## src/rtl/core/acrp_pkg.sv

```systemverilog
// shared types and character constants of the ascii command parser
`default_nettype none

package acrp_pkg;

    localparam int unsigned RX_W   = 8;
    localparam int unsigned VAL_W  = 7;
    localparam int unsigned DIG_W  = 4;
    localparam int unsigned TRK_W  = 2;
    localparam int unsigned OUT_W  = 40;

    // command letters and the digit bounds
    localparam logic [RX_W-1:0] CH_V    = 8'h56;
    localparam logic [RX_W-1:0] CH_D    = 8'h44;
    localparam logic [RX_W-1:0] CH_P    = 8'h50;
    localparam logic [RX_W-1:0] CH_I    = 8'h49;
    localparam logic [RX_W-1:0] CH_T    = 8'h54;
    localparam logic [RX_W-1:0] CH_S    = 8'h53;
    localparam logic [RX_W-1:0] CH_ZERO = 8'h30;
    localparam logic [RX_W-1:0] CH_NINE = 8'h39;

    // S command codes as two bcd digits
    localparam logic [7:0] S_SAVE       = 8'h15;
    localparam logic [7:0] S_RUN_ON     = 8'h20;
    localparam logic [7:0] S_RUN_OFF    = 8'h25;
    localparam logic [7:0] S_REMOTE_ON  = 8'h30;
    localparam logic [7:0] S_REMOTE_OFF = 8'h35;
    localparam logic [7:0] S_SWITCH_ON  = 8'h40;
    localparam logic [7:0] S_SWITCH_OFF = 8'h45;
    localparam logic [7:0] S_TRACK_TWO  = 8'h50;
    localparam logic [7:0] S_TRACK_ONE  = 8'h55;

    localparam logic [TRK_W-1:0] TRACK_ONE = 2'd1;
    localparam logic [TRK_W-1:0] TRACK_TWO = 2'd2;

    // result item, first member ends up in the highest bits
    typedef struct packed {
        logic             save_request;
        logic [TRK_W-1:0] track_type;
        logic             switch_enable;
        logic             remote_enable;
        logic             run_enable;
        logic [DIG_W-1:0] pwm_mode;
        logic [VAL_W-1:0] ki_thousandths;
        logic [VAL_W-1:0] kd_tenths;
        logic [VAL_W-1:0] kp_tenths;
        logic [VAL_W-1:0] speed_target;
    } t_result;

endpackage

`default_nettype wire

```

## src/rtl/core/ascii_command_register_parser_top.sv

```systemverilog
// A result passes through the input register and then the result register after the byte that completes a command.
// Throughput: one byte per cycle while results are taken; a stalled result holds the byte in
// the input register and drops tready until the result transfer.
// Bytes that do not fit the expected position are dropped and give no result.
// Reset (i_rst_n low, synchronous) clears the parse position, settings and valid flags;
// settings restart at zero with track type one.
`default_nettype none

module ascii_command_register_parser_top (
    input  wire                                   i_clk,
    input  wire                                   i_rst_n,
    input  wire                                   i_s_axis_tvalid,
    output logic                                  o_s_axis_tready,
    // [7:0] rx_byte
    input  wire  [acrp_pkg::RX_W-1:0]             i_s_axis_tdata,
    output logic                                  o_m_axis_tvalid,
    input  wire                                   i_m_axis_tready,
    // [6:0] speed_target, [13:7] kp_tenths, [20:14] kd_tenths, [27:21] ki_thousandths,
    // [31:28] pwm_mode, [32] run_enable, [33] remote_enable, [34] switch_enable,
    // [36:35] track_type, [37] save_request, [39:38] zero
    output logic [acrp_pkg::OUT_W-1:0]            o_m_axis_tdata
);
    import acrp_pkg::*;

    localparam logic [1:0] POS_LETTER = 2'd0;
    localparam logic [1:0] POS_DIG1   = 2'd1;
    localparam logic [1:0] POS_DIG2   = 2'd2;

    logic             r_in_valid;
    logic [RX_W-1:0]  r_in_byte;
    logic             r_out_valid;
    t_result          r_out;

    logic [1:0]       r_pos,   n_pos;
    logic [RX_W-1:0]  r_cmd,   n_cmd;
    logic [DIG_W-1:0] r_first, n_first;
    logic [VAL_W-1:0] r_speed, n_speed;
    logic [VAL_W-1:0] r_kp,    n_kp;
    logic [VAL_W-1:0] r_kd,    n_kd;
    logic [VAL_W-1:0] r_ki,    n_ki;
    logic [DIG_W-1:0] r_pwm,   n_pwm;
    logic [2:0]       r_flags, n_flags;
    logic [TRK_W-1:0] r_track, n_track;

    logic             out_free;
    logic             proc_fire;
    logic             is_digit;
    logic             is_letter;
    logic [DIG_W-1:0] lo;
    logic [VAL_W-1:0] val;
    logic             emit;
    logic             save;

    // handshake: the output register frees up as soon as its result is taken
    assign out_free        = !r_out_valid || i_m_axis_tready;
    assign proc_fire       = r_in_valid && out_free;
    assign o_s_axis_tready = !r_in_valid || proc_fire;
    assign o_m_axis_tvalid = r_out_valid;
    assign o_m_axis_tdata  = {{(OUT_W - $bits(t_result)){1'b0}}, r_out};

    // character classes and decimal value
    assign is_digit  = (r_in_byte >= CH_ZERO) && (r_in_byte <= CH_NINE);
    assign is_letter = (r_in_byte == CH_V) || (r_in_byte == CH_D) || (r_in_byte == CH_P) ||
                       (r_in_byte == CH_I) || (r_in_byte == CH_T) || (r_in_byte == CH_S);
    assign lo  = r_in_byte[DIG_W-1:0];
    assign val = ({3'b000, r_first} << 3) + ({3'b000, r_first} << 1) + {3'b000, lo};

    // parse step and settings update
    always_comb begin
        n_pos   = r_pos;
        n_cmd   = r_cmd;
        n_first = r_first;
        n_speed = r_speed;
        n_kp    = r_kp;
        n_kd    = r_kd;
        n_ki    = r_ki;
        n_pwm   = r_pwm;
        n_flags = r_flags;
        n_track = r_track;
        emit    = 1'b0;
        save    = 1'b0;
        if (proc_fire) begin
            unique case (r_pos)
                POS_LETTER: begin
                    if (is_letter) begin
                        n_cmd = r_in_byte;
                        n_pos = POS_DIG1;
                    end
                end
                POS_DIG1: begin
                    if (is_digit) begin
                        n_first = r_in_byte[DIG_W-1:0];
                        n_pos   = POS_DIG2;
                    end
                end
                POS_DIG2: begin
                    if (is_digit) begin
                        emit  = 1'b1;
                        n_pos = POS_LETTER;
                        unique case (r_cmd)
                            CH_V:    n_speed = val;
                            CH_P:    n_kp    = val;
                            CH_D:    n_kd    = val;
                            CH_I:    n_ki    = val;
                            CH_T:    n_pwm   = r_first;
                            CH_S: begin
                                unique case ({r_first, lo})
                                    S_SAVE:       save       = 1'b1;
                                    S_RUN_ON:     n_flags[0] = 1'b1;
                                    S_RUN_OFF:    n_flags[0] = 1'b0;
                                    S_REMOTE_ON:  n_flags[1] = 1'b1;
                                    S_REMOTE_OFF: n_flags[1] = 1'b0;
                                    S_SWITCH_ON:  n_flags[2] = 1'b1;
                                    S_SWITCH_OFF: n_flags[2] = 1'b0;
                                    S_TRACK_TWO:  n_track    = TRACK_TWO;
                                    S_TRACK_ONE:  n_track    = TRACK_ONE;
                                    default:      save       = 1'b0;
                                endcase
                            end
                            default: n_pos = POS_LETTER;
                        endcase
                    end
                end
                default: begin
                    n_pos   = POS_LETTER;
                    n_cmd   = '0;
                    n_first = '0;
                end
            endcase
        end
    end

    // input register and parser state
    always_ff @(posedge i_clk) begin
        if (!i_rst_n) begin
            r_in_valid <= 1'b0;
            r_pos      <= POS_LETTER;
            r_cmd      <= '0;
            r_first    <= '0;
            r_speed    <= '0;
            r_kp       <= '0;
            r_kd       <= '0;
            r_ki       <= '0;
            r_pwm      <= '0;
            r_flags    <= '0;
            r_track    <= TRACK_ONE;
        end else begin
            if (o_s_axis_tready) begin
                r_in_valid <= i_s_axis_tvalid;
            end
            r_pos   <= n_pos;
            r_cmd   <= n_cmd;
            r_first <= n_first;
            r_speed <= n_speed;
            r_kp    <= n_kp;
            r_kd    <= n_kd;
            r_ki    <= n_ki;
            r_pwm   <= n_pwm;
            r_flags <= n_flags;
            r_track <= n_track;
        end
    end

    always_ff @(posedge i_clk) begin
        if (o_s_axis_tready && i_s_axis_tvalid) begin
            r_in_byte <= i_s_axis_tdata;
        end
    end

    // result register
    always_ff @(posedge i_clk) begin
        if (!i_rst_n) begin
            r_out_valid <= 1'b0;
        end else if (emit) begin
            r_out_valid <= 1'b1;
        end else if (i_m_axis_tready) begin
            r_out_valid <= 1'b0;
        end
    end

    always_ff @(posedge i_clk) begin
        if (emit) begin
            r_out.save_request   <= save;
            r_out.track_type     <= n_track;
            r_out.switch_enable  <= n_flags[2];
            r_out.remote_enable  <= n_flags[1];
            r_out.run_enable     <= n_flags[0];
            r_out.pwm_mode       <= n_pwm;
            r_out.ki_thousandths <= n_ki;
            r_out.kd_tenths      <= n_kd;
            r_out.kp_tenths      <= n_kp;
            r_out.speed_target   <= n_speed;
        end
    end

endmodule

`default_nettype wire

```

## config.mk

```make
export PLATFORM = sky130hd
export DESIGN_NAME = ascii_command_register_parser_top
export DESIGN_NICKNAME = d
export VERILOG_FILES = /design/src/rtl/core/acrp_pkg.sv /design/src/rtl/core/ascii_command_register_parser_top.sv
export SDC_FILE = /design/constraint.sdc
export NUM_CORES = 1
export LEC_CHECK = 0
export ABC_AREA = 1
export BUFFER_PORTS_ARGS = -buffer_cell sky130_fd_sc_hd__buf_4
export CAP_MARGIN = 15
export CORE_ASPECT_RATIO = 1.5
export CORE_MARGIN = 2
export CORE_UTILIZATION = 57
export CTS_BUF_LIST = sky130_fd_sc_hd__clkbuf_4 sky130_fd_sc_hd__clkbuf_8 sky130_fd_sc_hd__clkbuf_16
export DETAILED_ROUTE_END_ITERATION = 10
export HOLD_SLACK_MARGIN = 0.15
export PLACE_DENSITY = 0.79
export SETUP_SLACK_MARGIN = 0.15
export SLEW_MARGIN = 20
export SYNTH_ARGS = -nofsm -noshare
export SYNTH_HDL_FRONTEND = slang
export SYNTH_SLANG_ARGS = --single-unit
```

## constraint.sdc

```tcl
create_clock -name i_clk -period 2.78 [get_ports i_clk]
set_input_delay 0.417 -clock i_clk [delete_from_list [all_inputs] [get_ports i_clk]]
set_output_delay 0.417 -clock i_clk [all_outputs]
set_load 0.02 [all_outputs]
```

==> flow_metrics.env, run 1 <==
export IMPL_leakage_uw=0.00254
export IMPL_r2r_start="r_in_byte[3]"
export IMPL_critical_path_cell_chain="inv_1 -> fa_1 -> inv_1 -> ha_1 -> nand3_1 -> nand2_1 -> xor2_1 -> o21ai_0 -> inv_1"
export IMPL_clkSlewWorstSetupHoldPaths_ps=60
export IMPL_dp_hpwl_um=5750
export IMPL_async_flop_share_pct=0
export IMPL_synth_cell_area_um2=4350
export IMPL_worst_path_max_delay_cell="fa_1"
export IMPL_antennaDiodeCount=0
export IMPL_synthTopCellsByCount="107 x nand2_1, 103 x inv_1, 72 x nor2_1"
export IMPL_via_per_inst=4.90
export IMPL_drc=0
export IMPL_routed_wl_um=8010
export IMPL_avgSynthCellArea_um2=8.58
export IMPL_synth_top_area_share_pct=31.8
export IMPL_peakVddDrop_v=0.000454
export IMPL_cts_buffers=9
export IMPL_crit_type="register to register"
export IMPL_skew_ps=5.01
export IMPL_finalSetupTns_ps=0
export IMPL_clkLatencyLatePin_ps=340
export IMPL_rsz0062_at_grt="no"
export IMPL_required_ps=2870
export IMPL_grt_use_total_pct=21.1
export IMPL_cp_startpoint="r_in_byte[3]"
export IMPL_layout_drive_gt1_share_pct=15.6
export IMPL_drt_first_pass_iters=4
export IMPL_die_h_um=111
export IMPL_max_clock_freq_ghz=0.407
export IMPL_total_power_uw=2890
export IMPL_hold_viol_final=0
export IMPL_outcome="finished clean"
export IMPL_gp_congestion=0.911
export IMPL_grt_ovfl_total=0
export IMPL_end_kind="register"
export IMPL_die_x_um=75.3
export IMPL_ff2ff_path_depth=9
export IMPL_antenna_found_initial=0
export IMPL_num_vias=3262
export IMPL_initial_utilization_pct=57.9
export IMPL_synthDistinctLibCells=30
export IMPL_area_delta_synth_final_pct=17.4
export IMPL_die_area_um2=8360
export IMPL_whs_ps=250
export IMPL_hold_class="input port to register"
export IMPL_cp_max_fo=5
export IMPL_min_period_ps=2460
export IMPL_h_tree_depth=3
export IMPL_yosysWarnings=0
export IMPL_holdPathEnd="r_in_byte[4]"
export IMPL_pwr_share_seq_pct=53.4
export IMPL_drt_iter0_drc=199
export IMPL_finalCritPeriodShare_pct=88.5
export IMPL_slowest_delay_ps=600
export IMPL_intPower_uw=2290
export IMPL_cp_arrival_ps=2550
export IMPL_crit_path_frequent_cell="inv_1"
export IMPL_clock_sinks=99
export IMPL_cts_buffer_depth=2
export IMPL_cap_viol_max_count=0
export IMPL_portBuffers=51
export IMPL_hold_path_depth=1
export IMPL_synth_edf_count=46
export IMPL_setup_worst_path_start_class="register"
export IMPL_final_max_slew_viol_count=0
export IMPL_postSynthCellCount=507
export IMPL_grt_first_pass_wirelength_um=13200
export IMPL_ant_nets=0
export IMPL_sw_frac_of_total_pct=20.8
export IMPL_setup_viol=0
export IMPL_core_area_um2=7510
export IMPL_p_per_area_nw_per_um2=566
export IMPL_power_switching_uw=601
export IMPL_r2r_slack_ps=320
export IMPL_final_nets=584
export IMPL_pin_count=54
export IMPL_grt_pass1_vias=3091
export IMPL_post_cts_buffers=0
export IMPL_avgRoutedWirePerCell_um=12.0
export IMPL_synth_most_common_cell="nand2_1"
export IMPL_synth_main_ff_cell="dfxtp_1"
export IMPL_synth_top_cell_by_area="edfxtp_1"
export IMPL_ys_ff_latch=99
export IMPL_min_from="i_s_axis_tdata[4]"
export IMPL_grt_max_degree=41
export IMPL_synth_area_leaders="edfxtp_1 32%, dfxtp_1 24%, nand2_1 9.2%, inv_1 8.9%, nor2_1 6.2%"
export IMPL_r2r_end="o_m_axis_tdata[12]"
export IMPL_pwr_share_comb_pct=3.9
export IMPL_rows=39
export IMPL_ys_seq_area_share_pct=56.2
export IMPL_clockPowerShare_pct=42.7
export IMPL_clock_root_buffer="clkbuf_16"
export IMPL_cts_tree="yes"
cell families after synthesis:
| group | share of synthesized area [%] |
|---|---|
| and+or+nand+nor | 23.1 |
| DFF | 56.2 |
| xor gates and xnor gates | 0.806 |
| adders and majority gates | 3.80 |
| other | 0.0862 |
| buffers and inverters | 10.8 |
| AOI/OAI and AO/OA | 5.29 |
per-layer routing:
| layer | share of wire [%] | up-vias | global-route usage (%) |
|---|---|---|---|
| met3 | 3.9 | 25 | 4.91 |
| li1 | - | 1671 | - |
| met2 | 53 | 85 | 35.2 |
| met5 | 0 | - | 0 |
| met1 | 39 | 1481 | 22.6 |
| met4 | 3.9 | 0 | 14.0 |
critical path, delay by kind of cell, from the launching register on:
kind / cells / cell delay [ps]
adders and majority gates: 2 / 890
DFF: 1 / 430
AOI/OAI and AO/OA: 1 / 290
buffers and inverters: 3 / 260
xor gates and xnor gates: 1 / 200
and+or+nand+nor: 2 / 160
through the flow:
| stage | area, um^2 | utilization [%] | cells | setup slack, ps |
|---|---|---|---|---|
| finish | 5110 | 67.9 | 666 | 321 |
| global route | 5110 | 67.9 | 666 | 153 |
| CTS | 5110 | 67.9 | 666 | 278 |
| detailed placement | 4810 | 64.0 | 651 | 290 |
| global placement | 4810 | 64.0 | 651 | 371 |
| floorplan | 4350 | - | 508 | 461 |
flip-flops by register name (all words and copies together), names as in the netlist, 2 cells and up:
signal and cells:
o_m_axis_tdata 38, r_cmd 8, r_in_byte 8, r_kd 7, r_ki 7, r_kp 7
r_speed 7, r_first 4, r_pwm 4, r_flags 3, r_pos 2, r_track 2
layout make-up:
class | count | area [um^2]
timing repair buffer | 54 | 405
clock inverter | 4 | 51.3
sequential | 99 | 2440
tap | 102 | 128
inverter | 104 | 390
multi-input combinational | 292 | 1440
clock buffer | 11 | 246
fill | 621 | 2410
worst max path at each step:
stage                    endpoint  slack (ps)  cells after the start
2_1_floorplan  o_m_axis_tdata[27]         460                      8
3_3_place_gp   o_m_axis_tdata[27]         370                      8
3_5_place_dp   o_m_axis_tdata[27]         290                      8
4_1_cts        o_m_axis_tdata[27]         280                      8
5_1_grt        o_m_axis_tdata[12]         150                      9
6_report       o_m_axis_tdata[12]         320                      9
power by group through the flow:
stage                     sequential [uW]  clock [uW]  combinational (uW)
after floorplan                      1570           0                79.4
after global placement               1580           0                 110
after detailed placement             1580           0                 113
after CTS                            1540        1250                 113
after global routing                 1550        1300                 126
final                                1540        1230                 113
layout by cell type, fill, tap and decap left out, types with 2 or more instances in the layout:
master / n
a21oi_1: 11
buf_4: 54
clkbuf_16: 9
conb_1: 2
dfxtp_1: 53
edfxtp_1: 46
fa_1: 2
ha_1: 10
inv_1: 103
nand2_1: 107
nand2_4: 2
nand3_1: 35
nand3_2: 2
nand4_1: 5
nor2_1: 72
nor3_1: 4
o21ai_0: 7
o21ai_1: 14
o21ai_2: 8
or2_2: 2
xor2_1: 3
timing repair:
item | 4_1_cts | 5_1_grt
hold buffers | 0 | 0
setup endpoints to repair | 0 | 1
resized for setup | 0 | 1
(Power assumes the default switching activity.)
==> run 2: changes to the inputs <==
--- a/config.mk
+++ b/config.mk
@@ -13,8 +13,10 @@
 export CORE_UTILIZATION = 57
 export CTS_BUF_LIST = sky130_fd_sc_hd__clkbuf_4 sky130_fd_sc_hd__clkbuf_8 sky130_fd_sc_hd__clkbuf_16
 export DETAILED_ROUTE_END_ITERATION = 10
+export GPL_ROUTABILITY_DRIVEN = 0
 export HOLD_SLACK_MARGIN = 0.15
 export PLACE_DENSITY = 0.79
+export RECOVER_POWER = 100
 export SETUP_SLACK_MARGIN = 0.15
 export SLEW_MARGIN = 20
 export SYNTH_ARGS = -nofsm -noshare
==> run 2 against run 1 <==
The flow now finishes with violations (max-capacitance violations, max-slew violations). Hold slack gained 24 ps. Largest cell class unchanged. Register-to-register slack lost 40 ps. Highest routed layer unchanged. Sequential share of layout area grew 2.0 points. Clock power is essentially flat.
==> flow_metrics.env, run 2 (synthesis gave the netlist of run 1 again) <==
export IMPL_hold_class="input port to register"
export IMPL_clkLatencyLatePin_ps=340
export IMPL_core_area_um2=7510
export IMPL_final_nets=584
export IMPL_portBuffers=51
export IMPL_dr_wl_met3_um=366
export IMPL_multi_input_area_um2=1400
export IMPL_peakVddDrop_v=0.000454
export IMPL_leakage_uw=0.00235
export IMPL_final_util_pct=65.2
export IMPL_cap_viol_max_count=1
export IMPL_hold_viol_final=0
export IMPL_relSlewSlack_pct=-16.9
export IMPL_cp_max_fo=5
export IMPL_hold_buffers=0
export IMPL_grt_ovfl_total=0
export IMPL_clkSlewWorstSetupHoldPaths_ps=60
export IMPL_skew_ps=7.37
export IMPL_grt_use_total_pct=21.1
export IMPL_die_x_um=75.3
export IMPL_initial_utilization_pct=57.9
export IMPL_finalCritPeriodShare_pct=89.8
export IMPL_power_switching_uw=595
export IMPL_via_per_inst=4.85
export IMPL_pin_count=54
export IMPL_rsz0062_at_grt="no"
export IMPL_final_cells=666
export IMPL_post_cts_buffers=0
export IMPL_ff2ff_path_depth=8
export IMPL_p_per_area_nw_per_um2=588
export IMPL_die_h_um=111
export IMPL_wl_met1_um=3230
export IMPL_h_tree_depth=3
export IMPL_num_vias=3229
export IMPL_min_period_ps=2500
export IMPL_ant_nets=0
export IMPL_avgRoutedWirePerCell_um=12.2
export IMPL_intPower_uw=2290
export IMPL_tightest_slew_ps=1750
export IMPL_hold_path_depth=1
export IMPL_rows=39
export IMPL_antenna_found_initial=0
export IMPL_pwr_share_comb_pct=3.7
export IMPL_sw_frac_of_total_pct=20.6
export IMPL_grt_pass1_vias=3091
export IMPL_cts_buffers=9
export IMPL_highest_layer="met4"
export IMPL_layout_drive_gt1_share_pct=6.21
export IMPL_placed_cells=651
export IMPL_clockPowerShare_pct=42.7
export IMPL_grt_max_degree=41
export IMPL_drt_iter0_drc=170
export IMPL_area_delta_synth_final_pct=12.7
export IMPL_dr_wl_met2_um=4230
export IMPL_dpl_instance_area_um2=4810
export IMPL_clock_root_buffer="clkbuf_16"
export IMPL_clock_sinks=99
export IMPL_outcome="finished, violations left"
export IMPL_final_max_slew_viol_count=41
export IMPL_end_kind="register"
export IMPL_cp_arrival_ps=2590
export IMPL_setup_worst_path_start_class="register"
export IMPL_finalSetupTns_ps=0
export IMPL_die_area_um2=8360
export IMPL_final_common_cell="nand2_1"
export IMPL_cts_buffer_depth=2
export IMPL_fillers=691
export IMPL_max_clock_freq_ghz=0.401
export IMPL_pwr_share_seq_pct=53.6
export IMPL_drt_first_pass_iters=4
export IMPL_routed_wl_um=8110
export IMPL_grt_first_pass_wirelength_um=13200
export IMPL_failed_checks="max-capacitance violations, max-slew violations"
export IMPL_regArea_um2=2440
export IMPL_setup_viol=0
export IMPL_antennaDiodeCount=0
export IMPL_largest_reg_flops=38
export IMPL_required_ps=2870
export IMPL_cts_tree="yes"
export IMPL_drc=0
export IMPL_layout_common_cells="109 x nand2_1, 103 x inv_1, 72 x nor2_1, 53 x dfxtp_1, 46 x edfxtp_1"
export IMPL_crit_type="register to register"
export IMPL_post_route_cell_area_um2=4900
export IMPL_dp_hpwl_um=5750
[run 2: metrics by stage]
stage	hold slack, ps	setup slack [ps]	power [uW]
3_5_place_dp	443	290	1690
3_3_place_gp	435	371	1690
5_1_grt	265	124	2970
4_1_cts	241	278	2910
2_1_floorplan	419	461	1650
6_report	273	284	2880
[run 2: per-layer routing]
layer | track usage, % | vias to the layer above
li1 | - | 1666
met1 | 22.6 | 1455
met2 | 35.2 | 89
met3 | 4.91 | 19
met4 | 14.0 | 0
met5 | 0 | -
[run 2: final cells by class]
class	instances	share of cell area, %
inverter	104	7.97
timing repair buffer	54	4.93
clock buffer	11	5.03
sequential	99	49.8
tap	102	2.60
clock inverter	4	1.05
multi-input combinational	292	28.6
[run 2: power by group through the flow]
stage	registers [uW]	clock network (uW)	logic, uW
after floorplan	1570	0	79.4
after global routing	1550	1300	120
after CTS	1540	1250	113
final	1540	1230	108
after detailed placement	1580	0	113
after global placement	1580	0	110
[run 2: worst max-delay path, cell delays in order (launching register included)]
cell	delay (ps)
dfxtp_1	400
inv_1	150
fa_1	530
fa_1	490
nand3b_1	180
nand2_1	110
xor2_1	100
o21ai_0	220
inv_1	60
[run 2: repair_timing]
action,in CTS,in global routing
gates resized for setup,0,1
hold endpoints to repair,0,0
setup endpoints to repair,0,1
[run 2: final timing paths]
| kind | slack (ps) | to | from |
|---|---|---|---|
| max reg2reg | 280 | o_m_axis_tdata[13] | r_first[0] |
| min reg2reg | 450 | r_cmd[7] | r_cmd[7] |
| max | 280 | o_m_axis_tdata[13] | r_first[0] |
| min | 270 | r_in_byte[6] | i_s_axis_tdata[6] |
